$ cat src/rtl/core/rtpm_pkg.sv
// Shared types, codes and helpers for the request tag pool.
// No dependencies; imported by every module of the block.
`default_nettype none

package rtpm_pkg;

    // Item kinds carried on the input tuser
    localparam logic [1:0] KIND_ALLOC   = 2'd0;
    localparam logic [1:0] KIND_RELEASE = 2'd1;
    localparam logic [1:0] KIND_REPLY   = 2'd2;
    localparam logic [1:0] KIND_NONE    = 2'd3;

    // Result status codes carried on the output tuser
    localparam logic [1:0] ST_OK       = 2'd0;
    localparam logic [1:0] ST_FULL     = 2'd1;
    localparam logic [1:0] ST_UNKNOWN  = 2'd2;
    localparam logic [1:0] ST_MISMATCH = 2'd3;

    // Busy bits are kept as rows of this many tags
    localparam int ROW_BITS = 16;
    localparam int BIT_W    = 4;

    typedef struct packed {
        logic [1:0] status;
        logic [8:0] in_use;
        logic [7:0] owner;
        logic [7:0] tag;
    } rtpm_result_t;

    // Position of the lowest clear bit of a row (row must not be all ones)
    function automatic logic [BIT_W-1:0] lowest_zero(input logic [ROW_BITS-1:0] word);
        logic [BIT_W-1:0] pos;
        pos = '0;
        for (int i = ROW_BITS - 1; i >= 0; i--) begin
            if (!word[i]) begin
                pos = BIT_W'(i);
            end
        end
        return pos;
    endfunction

endpackage

`default_nettype wire

$ cat src/rtl/core/rtpm_out_buf.sv
// Output register with one skid entry for the tag pool results.
// Depends on rtpm_pkg for the result type.
`default_nettype none

module rtpm_out_buf
    import rtpm_pkg::*;
(
    input  wire logic         clk,
    input  wire logic         rst_n,
    input  wire logic         in_valid,
    input  wire rtpm_result_t in_data,
    output logic              skid_full,
    output logic              out_valid,
    input  wire logic         out_ready,
    output rtpm_result_t      out_data
);

    logic         out_valid_reg;
    logic         skid_valid_reg;
    rtpm_result_t out_data_reg;
    rtpm_result_t skid_data_reg;
    logic         out_free;

    assign out_free  = !out_valid_reg || out_ready;
    assign out_valid = out_valid_reg;
    assign out_data  = out_data_reg;
    assign skid_full = skid_valid_reg;

    // Control: refill the output from skid first, park new results when stalled
    always_ff @(posedge clk or negedge rst_n)
    begin
        if (!rst_n)
        begin
            out_valid_reg  <= 1'b0;
            skid_valid_reg <= 1'b0;
        end
        else if (out_free)
        begin
            out_valid_reg  <= skid_valid_reg || in_valid;
            skid_valid_reg <= skid_valid_reg && in_valid;
        end
        else if (in_valid)
        begin
            skid_valid_reg <= 1'b1;
        end
    end

    // Payload: no reset needed
    always_ff @(posedge clk)
    begin
        if (out_free)
        begin
            out_data_reg <= skid_valid_reg ? skid_data_reg : in_data;
            if (in_valid)
            begin
                skid_data_reg <= in_data;
            end
        end
        else if (in_valid)
        begin
            skid_data_reg <= in_data;
        end
    end

endmodule

`default_nettype wire

$ cat src/rtl/core/request_tag_pool_with_reply_match.sv
// Top level of the request tag pool with reply matching.
// Depends on rtpm_pkg and rtpm_out_buf.
//
// Usage:
//   Input channel s_*: one transaction per request. s_tuser is the kind
//   (allocate, release, reply, or an ignored code); s_tdata carries the tag
//   and the owner id. Output channel m_*: one result per request with the
//   status on m_tuser and the tag, matched owner and in-use count on m_tdata.
//   Busy bits live in a one-port-read, one-port-write memory of 16-tag rows,
//   owners in a second memory indexed by tag. A request issues its reads in
//   the accept cycle and commits its read-modify-write in the next one, so
//   the input takes no new request while one is in its commit cycle;
//   m_tvalid rises once the result has passed st_valid_reg and the output
//   register.
//   A small per-row full summary picks the row for an allocate.
//   Reset clears all row-valid and row-full flags at once, so every tag
//   reads free immediately; no clearing pass runs. Owner entries are only
//   used for busy tags. When m_tready is low, results wait in an output
//   register and one skid entry; the input keeps accepting until the skid
//   entry is occupied.
`default_nettype none

module request_tag_pool_with_reply_match
    import rtpm_pkg::*;
#(
    parameter int NUM_TAGS   = 256,
    parameter int OWNER_BITS = 8
)
(
    input  wire logic        clk,
    input  wire logic        rst_n,
    input  wire logic        s_tvalid,
    output logic             s_tready,
    input  wire logic [15:0] s_tdata,   // [7:0] tag, [15:8] owner
    input  wire logic [1:0]  s_tuser,   // [1:0] kind
    output logic             m_tvalid,
    input  wire logic        m_tready,
    output logic [31:0]      m_tdata,   // [7:0] granted_tag, [15:8] matched_owner,
                                        // [24:16] in_use, [31:25] zero
    output logic [1:0]       m_tuser    // [1:0] status
);

    localparam int TAG_W     = (NUM_TAGS > 1) ? $clog2(NUM_TAGS) : 1;
    localparam int ROWS      = (NUM_TAGS + ROW_BITS - 1) / ROW_BITS;
    localparam int ROW_W     = (ROWS > 1) ? $clog2(ROWS) : 1;
    localparam int CNT_W     = $clog2(NUM_TAGS + 1);
    localparam int LAST_BITS = NUM_TAGS - (ROWS - 1) * ROW_BITS;
    localparam logic [ROW_BITS-1:0] LAST_PAD =
        ROW_BITS'(~((33'd1 << LAST_BITS) - 33'd1));

    // Storage
    logic [ROW_BITS-1:0]   busy_mem  [ROWS];
    logic [OWNER_BITS-1:0] owner_mem [NUM_TAGS];
    logic [ROW_BITS-1:0]   busy_q_reg;
    logic [OWNER_BITS-1:0] owner_q_reg;
    logic [ROWS-1:0]       row_valid_reg;
    logic [ROWS-1:0]       row_full_reg;
    logic [CNT_W-1:0]      count_reg;
    logic [CNT_W-1:0]      count_next;

    // Request held between the read and commit cycles
    logic                  st_valid_reg;
    logic [1:0]            st_kind_reg;
    logic [7:0]            st_tag_reg;
    logic [ROW_W-1:0]      st_row_reg;
    logic [BIT_W-1:0]      st_bit_reg;
    logic [OWNER_BITS-1:0] st_owner_reg;
    logic                  st_tag_ok_reg;
    logic                  st_full_reg;

    // Accept-side decode
    logic                  accept;
    logic                  skid_full;
    logic [7:0]            in_tag;
    logic [TAG_W-1:0]      in_idx;
    logic [ROW_W-1:0]      in_row;
    logic [ROW_W-1:0]      alloc_row;
    logic                  all_full;
    logic [ROW_W-1:0]      rd_row;

    // Commit-side logic
    logic [ROW_BITS-1:0]   row_word;
    logic [ROW_BITS-1:0]   row_pad;
    logic [BIT_W-1:0]      free_bit;
    logic [TAG_W-1:0]      alloc_idx;
    logic                  tag_busy;
    logic                  wr_busy;
    logic [ROW_BITS-1:0]   wr_word;
    logic                  wr_owner;
    rtpm_result_t          res;
    rtpm_result_t          out_res;

    assign s_tready = !st_valid_reg && !skid_full;
    assign accept   = s_tvalid && s_tready;
    assign in_tag   = s_tdata[7:0];
    assign in_idx   = TAG_W'(in_tag);
    assign in_row   = ROW_W'(in_idx >> BIT_W);
    assign all_full = &row_full_reg;

    // Pick the lowest row that still has a free tag
    always_comb
    begin
        alloc_row = '0;
        for (int r = ROWS - 1; r >= 0; r--) begin
            if (!row_full_reg[r]) begin
                alloc_row = ROW_W'(r);
            end
        end
    end

    assign rd_row = (s_tuser == KIND_ALLOC) ? alloc_row : in_row;

    // Read both memories in the accept cycle; write back busy rows and owners on commit
    always_ff @(posedge clk)
    begin
        if (accept)
        begin
            busy_q_reg  <= busy_mem[rd_row];
            owner_q_reg <= owner_mem[in_idx];
        end
        if (wr_busy)
        begin
            busy_mem[st_row_reg] <= wr_word;
        end
        if (wr_owner)
        begin
            owner_mem[alloc_idx] <= st_owner_reg;
        end
    end

    // Hold the request for the commit cycle
    always_ff @(posedge clk or negedge rst_n)
    begin
        if (!rst_n)
        begin
            st_valid_reg <= 1'b0;
        end
        else
        begin
            st_valid_reg <= accept;
        end
    end

    always_ff @(posedge clk)
    begin
        if (accept)
        begin
            st_kind_reg   <= s_tuser;
            st_tag_reg    <= in_tag;
            st_row_reg    <= rd_row;
            st_bit_reg    <= BIT_W'(in_idx);
            st_owner_reg  <= OWNER_BITS'(s_tdata[15:8]);
            st_tag_ok_reg <= ({24'd0, in_tag} < 32'(NUM_TAGS));
            st_full_reg   <= all_full;
        end
    end

    // Modify: decode the read row and build the result
    assign row_word  = row_valid_reg[st_row_reg] ? busy_q_reg : '0;
    assign row_pad   = (st_row_reg == ROW_W'(ROWS - 1)) ? LAST_PAD : '0;
    assign free_bit  = lowest_zero(row_word | row_pad);
    assign alloc_idx = TAG_W'({st_row_reg, free_bit});
    assign tag_busy  = st_tag_ok_reg && row_word[st_bit_reg];

    always_comb
    begin
        wr_busy    = 1'b0;
        wr_owner   = 1'b0;
        wr_word    = row_word;
        count_next = count_reg;
        res.status = ST_OK;
        res.tag    = '0;
        res.owner  = '0;
        case (st_kind_reg)
            KIND_ALLOC:
            begin
                if (st_full_reg)
                begin
                    res.status = ST_FULL;
                end
                else
                begin
                    wr_busy            = 1'b1;
                    wr_owner           = 1'b1;
                    wr_word[free_bit]  = 1'b1;
                    count_next         = count_reg + CNT_W'(1);
                    res.tag            = 8'(alloc_idx);
                end
            end
            KIND_RELEASE, KIND_REPLY:
            begin
                res.tag = st_tag_reg;
                if (!tag_busy)
                begin
                    res.status = ST_UNKNOWN;
                end
                else
                begin
                    res.owner = 8'(owner_q_reg);
                    if (st_kind_reg == KIND_RELEASE)
                    begin
                        wr_busy             = 1'b1;
                        wr_word[st_bit_reg] = 1'b0;
                        count_next          = count_reg - CNT_W'(1);
                        if (owner_q_reg != st_owner_reg)
                        begin
                            res.status = ST_MISMATCH;
                        end
                    end
                end
            end
            default:
            begin
                res.status = ST_OK;
            end
        endcase
        res.in_use = 9'(count_next);
        if (!st_valid_reg)
        begin
            wr_busy    = 1'b0;
            wr_owner   = 1'b0;
            count_next = count_reg;
        end
    end

    // Write back the count and row summary flags
    always_ff @(posedge clk or negedge rst_n)
    begin
        if (!rst_n)
        begin
            count_reg     <= '0;
            row_valid_reg <= '0;
            row_full_reg  <= '0;
        end
        else
        begin
            count_reg <= count_next;
            if (wr_busy)
            begin
                row_valid_reg[st_row_reg] <= 1'b1;
                row_full_reg[st_row_reg]  <= &(wr_word | row_pad);
            end
        end
    end

    rtpm_out_buf u_out_buf (
        .clk       (clk),
        .rst_n     (rst_n),
        .in_valid  (st_valid_reg),
        .in_data   (res),
        .skid_full (skid_full),
        .out_valid (m_tvalid),
        .out_ready (m_tready),
        .out_data  (out_res)
    );

    assign m_tdata = {7'd0, out_res.in_use, out_res.owner, out_res.tag};
    assign m_tuser = out_res.status;

endmodule

`default_nettype wire

$ cat config.mk
export PLATFORM = sky130hd
export DESIGN_NAME = request_tag_pool_with_reply_match
export DESIGN_NICKNAME = d
export VERILOG_FILES = /design/src/rtl/core/rtpm_pkg.sv /design/src/rtl/core/rtpm_out_buf.sv /design/src/rtl/core/request_tag_pool_with_reply_match.sv
export SDC_FILE = /design/constraint.sdc
export NUM_CORES = 2
export LEC_CHECK = 0
export ABC_AREA = 1
export BUFFER_PORTS_ARGS = -buffer_cell sky130_fd_sc_hd__buf_2
export CORE_MARGIN = 1
export CORE_UTILIZATION = 30
export DETAILED_ROUTE_END_ITERATION = 12
export RECOVER_POWER = 100
export SYNTH_ARGS = -nofsm -noshare
export SYNTH_HDL_FRONTEND = slang
export SYNTH_HIERARCHICAL = 1
export SYNTH_SLANG_ARGS = --single-unit
$ cat constraint.sdc
create_clock -name clk -period 8.8 [get_ports clk]
set_input_delay 0.44 -clock clk [delete_from_list [all_inputs] [get_ports clk]]
set_output_delay 0.44 -clock clk [all_outputs]
set_load 0.03 [all_outputs]
==> results.txt <==
- The run finished, with violations left.
- The final reports fail on max-capacitance violations, max-slew violations.
* GP Congestion: 0.930
* Leak Pwr: 35.5 nW
* CTS H-tree lvls: 4
- Total negative slack: 0 ns
* Number of vias per cell: 5.35
- Category of the critical setup timing path: in -> reg
- Once detail routing completed, the nets flagged for antenna violations numbered 0.
- STA classifies the critical path startpoint as a primary input.
- Registers with the highest flip-flop counts: owner_mem: 2048 flops, busy_mem: 256 flops
- Vias in the first global route: 63,600
- Number of top-level pins: just under 60
* Dominant synthesized flop cell: sky130_fd_sc_hd__edfxtp_1
- Clock transition at the register clock pins on the worst setup and hold paths after CTS: 0.06 ns
- Most common cell after layout, fill and taps aside: sky130_fd_sc_hd__edfxtp_1
- Detailed placement HPWL: 171,000 um
* Endpoints failing hold: 0
- The portion of synthesized area spent on multiplexers is 0%.
- For this run, design rule violations remaining after detail routing come to 0.
* Port Buffer Count: 50
* Worst relative slew slack: -188%
- The initial antenna violation count is 14.
- The total area inside the core boundary comes to 328,000 um^2.
- Setup violators final: 0
* Final clock period utilization by the worst path: 76.2%
- Post-Route Hold Slack: 0.237 ns
- Asr flop ratio synth: 1.80%
- Hold repair after CTS inserted 16 buffers.
* Final std cells w/o fill: 12,400
* Number of flip-flops under the largest register name: 2,048
- In this run the vertical extent of the chip is 577 um.
- Number of vias after detailed routing: roughly 67,000
- The clock reaches the later pin of the worst-skew pair after 0.93 ns.
- Most congested layer reported by global routing: met2
* Peak ir drop on the vdd network: 0.229 mV
- Post-route clock skew: 0.0962 ns
- The die is 577 um wide.
- Summing the areas of all compound-gate instances in the mapped netlist gives 12.7% of the synthesized area.
- Summing the sequential cell areas from Yosys gives 73.9% of the chip area.
- The top cell types in the final layout, fill and taps aside, are sky130_fd_sc_hd__edfxtp_1 (2,405), sky130_fd_sc_hd__nor2_1 (1,770), sky130_fd_sc_hd__o21ai_0 (1,381).
- Shortest period the worst path allows: 6.70 ns
- Dividing total power by cell area gives a power density of between 200 and 250 nW/um^2.
- Area growth, synth to finish: 12.8%
- In the final routed layout, each cell accounts on average for between 20 and 25 um.
- No sink is reached through more buffers than the 3 on the longest clock path.
- At the end of the flow, the number of nets in the layout was 7,898.
* Critical path origin: s_tdata[2]
- PostCTS Resize Cnt: 0
- After synthesis, the mean cell area works out to 12.4 um^2.
* Global route total overflow: 0
- Of all cell types, the one taking the most synthesized area is sky130_fd_sc_hd__edfxtp_1.
- The critical path ends at owner_q_reg[0].
* Top cells by area in the synthesized netlist: sky130_fd_sc_hd__edfxtp_1 (73%), sky130_fd_sc_hd__o21ai_0 (6.9%), sky130_fd_sc_hd__nor2_1 (6.7%)
* Worst R2R Path Depth: 2
- In the final layout, the share of cells above drive strength 1 is 6.81%.
- The clock drives 2,449 sinks.
- CTS tree: done
- Overall die area: 333,000 um^2
* Wire length after detailed routing: 297,000 um
* Number of max-capacitance violations reported: 25
* Largest family of logic cells by synthesized area: compound AO/OA/AOI/OAI gates
* Router iterations before antenna repair: 8
- Pin count of the biggest net entering global routing: around 240
- Critical path data required time: 9.54 ns
- Once the clock tree was built, the setup fixing pass inserted 0 buffers.
* Reg-to-reg setup timing slack: 2.12 ns
* Crit path arrival time: 7.45 ns
- Yosys synthesis warning count: 6
- Counting the buffers created by CTS gives 238.
- The initial utilization of the core area, before any placement, comes to 30.2%.
- In this run the worst hold path is classified as in -> reg.
- In this run, synthesis inferred about 2,400 flip-flops with an integrated enable.
- Met1 capacity usage during global routing: 24.1%
* Utilization of the core after routing: between 30 and 40%
- The synthesized netlist devotes 0.0353% of its cell area to XOR and XNOR gates.
- Of all nets on the critical path, the largest fanout is 85.
- Setup slack on the critical path of the routed design comes to 2.10 ns.
- Actual transition at the worst max-transition pin: 4.32 ns
- The register with the most flip-flops in the final layout is owner_mem.
- Unique masters post-synth: 47
* Cell area after technology mapping: 99,200 um^2
- In the global route stage, met3 resource usage came out at 3.38%.
* Element type at the critical path end: flop
* Setup repair after global routing missed its margin: no
* Pins Over Slew Limit: between 1,000 and 1,500
- In the global route stage, overall resource usage came out at 17.3%.
- After floorplanning, the core was divided into 210 placement rows.
- FMAX: 149 MHz
- The first global-routing pass estimated between 400,000 and 500,000 um of wire.
- Number of placed instances, taps included: 12,000
- Met2 layer usage reported by global route: ~27%
* Area share of the largest cell type after synthesis: 72.8%
* Clock Tree Root: sky130_fd_sc_hd__clkbuf_16
- The worst register-to-register path ends at owner_mem[207][7].
- Synth Area in Simple Gates: 9.91%
* Detailed router's first-iteration violation count: ~9,600
* Synth Instances: 8,021
* Startpoint of the worst-slack reg-to-reg timing path: st_owner_reg[7]
- Summing the areas of all fa, ha and maj instances in the mapped netlist gives 0.0630% of the synthesized area.
- Yosys reg bits: 2,449
* Post-Place Setup Slack: roughly 4.0 ns
report_power, final:
group / internal, W / switching (W)
Sequential: 0.0135 / 0.000140
Clock: 0.00604 / 0.00457
Combinational: 0.000544 / 0.00237
routing by layer:
metal,part of all wire [%],up-vias
met5,0.0027,-
met4,3.3,2
met3,9.8,561
met2,45,3712
met1,42,33200
li1,-,29000
worst min path at each step:
stage                     slack (ns)         startpoint                end  cells past startpoint
after global placement          0.45   row_valid_reg[3]   row_valid_reg[3]                      1
after CTS                       0.04         s_tdata[6]      st_tag_reg[6]                      1
after global routing            0.22        s_tdata[11]    st_owner_reg[3]                      2
final                           0.24         s_tdata[9]    st_owner_reg[1]                      2
after detailed placement        0.45  row_valid_reg[14]  row_valid_reg[14]                      1
after floorplan                 0.14              rst_n       count_reg[0]                      0
critical path, stage by stage:
cell and delay, ns:
sky130_fd_sc_hd__clkbuf_1 0.78, sky130_fd_sc_hd__buf_4 0.77, sky130_fd_sc_hd__clkbuf_1 2.88, sky130_fd_sc_hd__o21ai_0 0.87
sky130_fd_sc_hd__o22ai_1 0.47, sky130_fd_sc_hd__o21ai_0 0.23, sky130_fd_sc_hd__o22ai_1 0.30, sky130_fd_sc_hd__o21ai_0 0.28
sky130_fd_sc_hd__o22ai_1 0.29
cell families after synthesis:
family / after synthesis
compound gates: 2243
xor+xnor: 4
fa+ha+maj: 5
buf+inv: 862
flops: 2449
other cells: 1
simple gates: 2457
synth_stat cells (3+ instances only):
cell type	number
sky130_fd_sc_hd__ha_1	5
sky130_fd_sc_hd__a21oi_1	11
sky130_fd_sc_hd__xnor2_1	4
sky130_fd_sc_hd__buf_6	8
sky130_fd_sc_hd__nor2_1	1770
sky130_fd_sc_hd__nand4_1	17
sky130_fd_sc_hd__o211ai_1	124
sky130_fd_sc_hd__edfxtp_1	2405
sky130_fd_sc_hd__clkinv_1	4
sky130_fd_sc_hd__o31ai_1	3
sky130_fd_sc_hd__buf_2	6
sky130_fd_sc_hd__o32ai_1	42
sky130_fd_sc_hd__buf_1	22
sky130_fd_sc_hd__a31oi_1	5
sky130_fd_sc_hd__nor3_1	4
sky130_fd_sc_hd__or2_2	19
sky130_fd_sc_hd__dfrtp_1	44
sky130_fd_sc_hd__a22oi_1	3
sky130_fd_sc_hd__o21ai_1	6
sky130_fd_sc_hd__nand2_2	4
sky130_fd_sc_hd__nand3_1	143
sky130_fd_sc_hd__inv_1	285
sky130_fd_sc_hd__nand2_4	6
sky130_fd_sc_hd__buf_4	9
sky130_fd_sc_hd__nor2_2	21
sky130_fd_sc_hd__nor2_4	8
sky130_fd_sc_hd__o311ai_0	14
sky130_fd_sc_hd__nand2_1	452
sky130_fd_sc_hd__nand4_4	6
sky130_fd_sc_hd__inv_2	6
sky130_fd_sc_hd__o22ai_1	650
sky130_fd_sc_hd__o21ai_0	1375
sky130_fd_sc_hd__clkbuf_1	522
metrics by stage:
stage,power [W],instance area (um^2)
after floorplan,0.0156,99200
after global placement,0.0168,104000
after detailed placement,0.0168,104000
after CTS,0.0273,112000
after global routing,0.0279,112000
final,0.0272,112000
layout make-up:
cell class	instances	area [um^2]
fill	31700	216000
sequential	2449	73300
multi-input combinational	4716	22600
clock buffer	278	6120
tap	4346	5440
clock inverter	163	2020
timing repair buffer	171	1290
inverter	295	1130
antenna	7	17.5
Note: power is estimated with default switching activity, not from simulation.
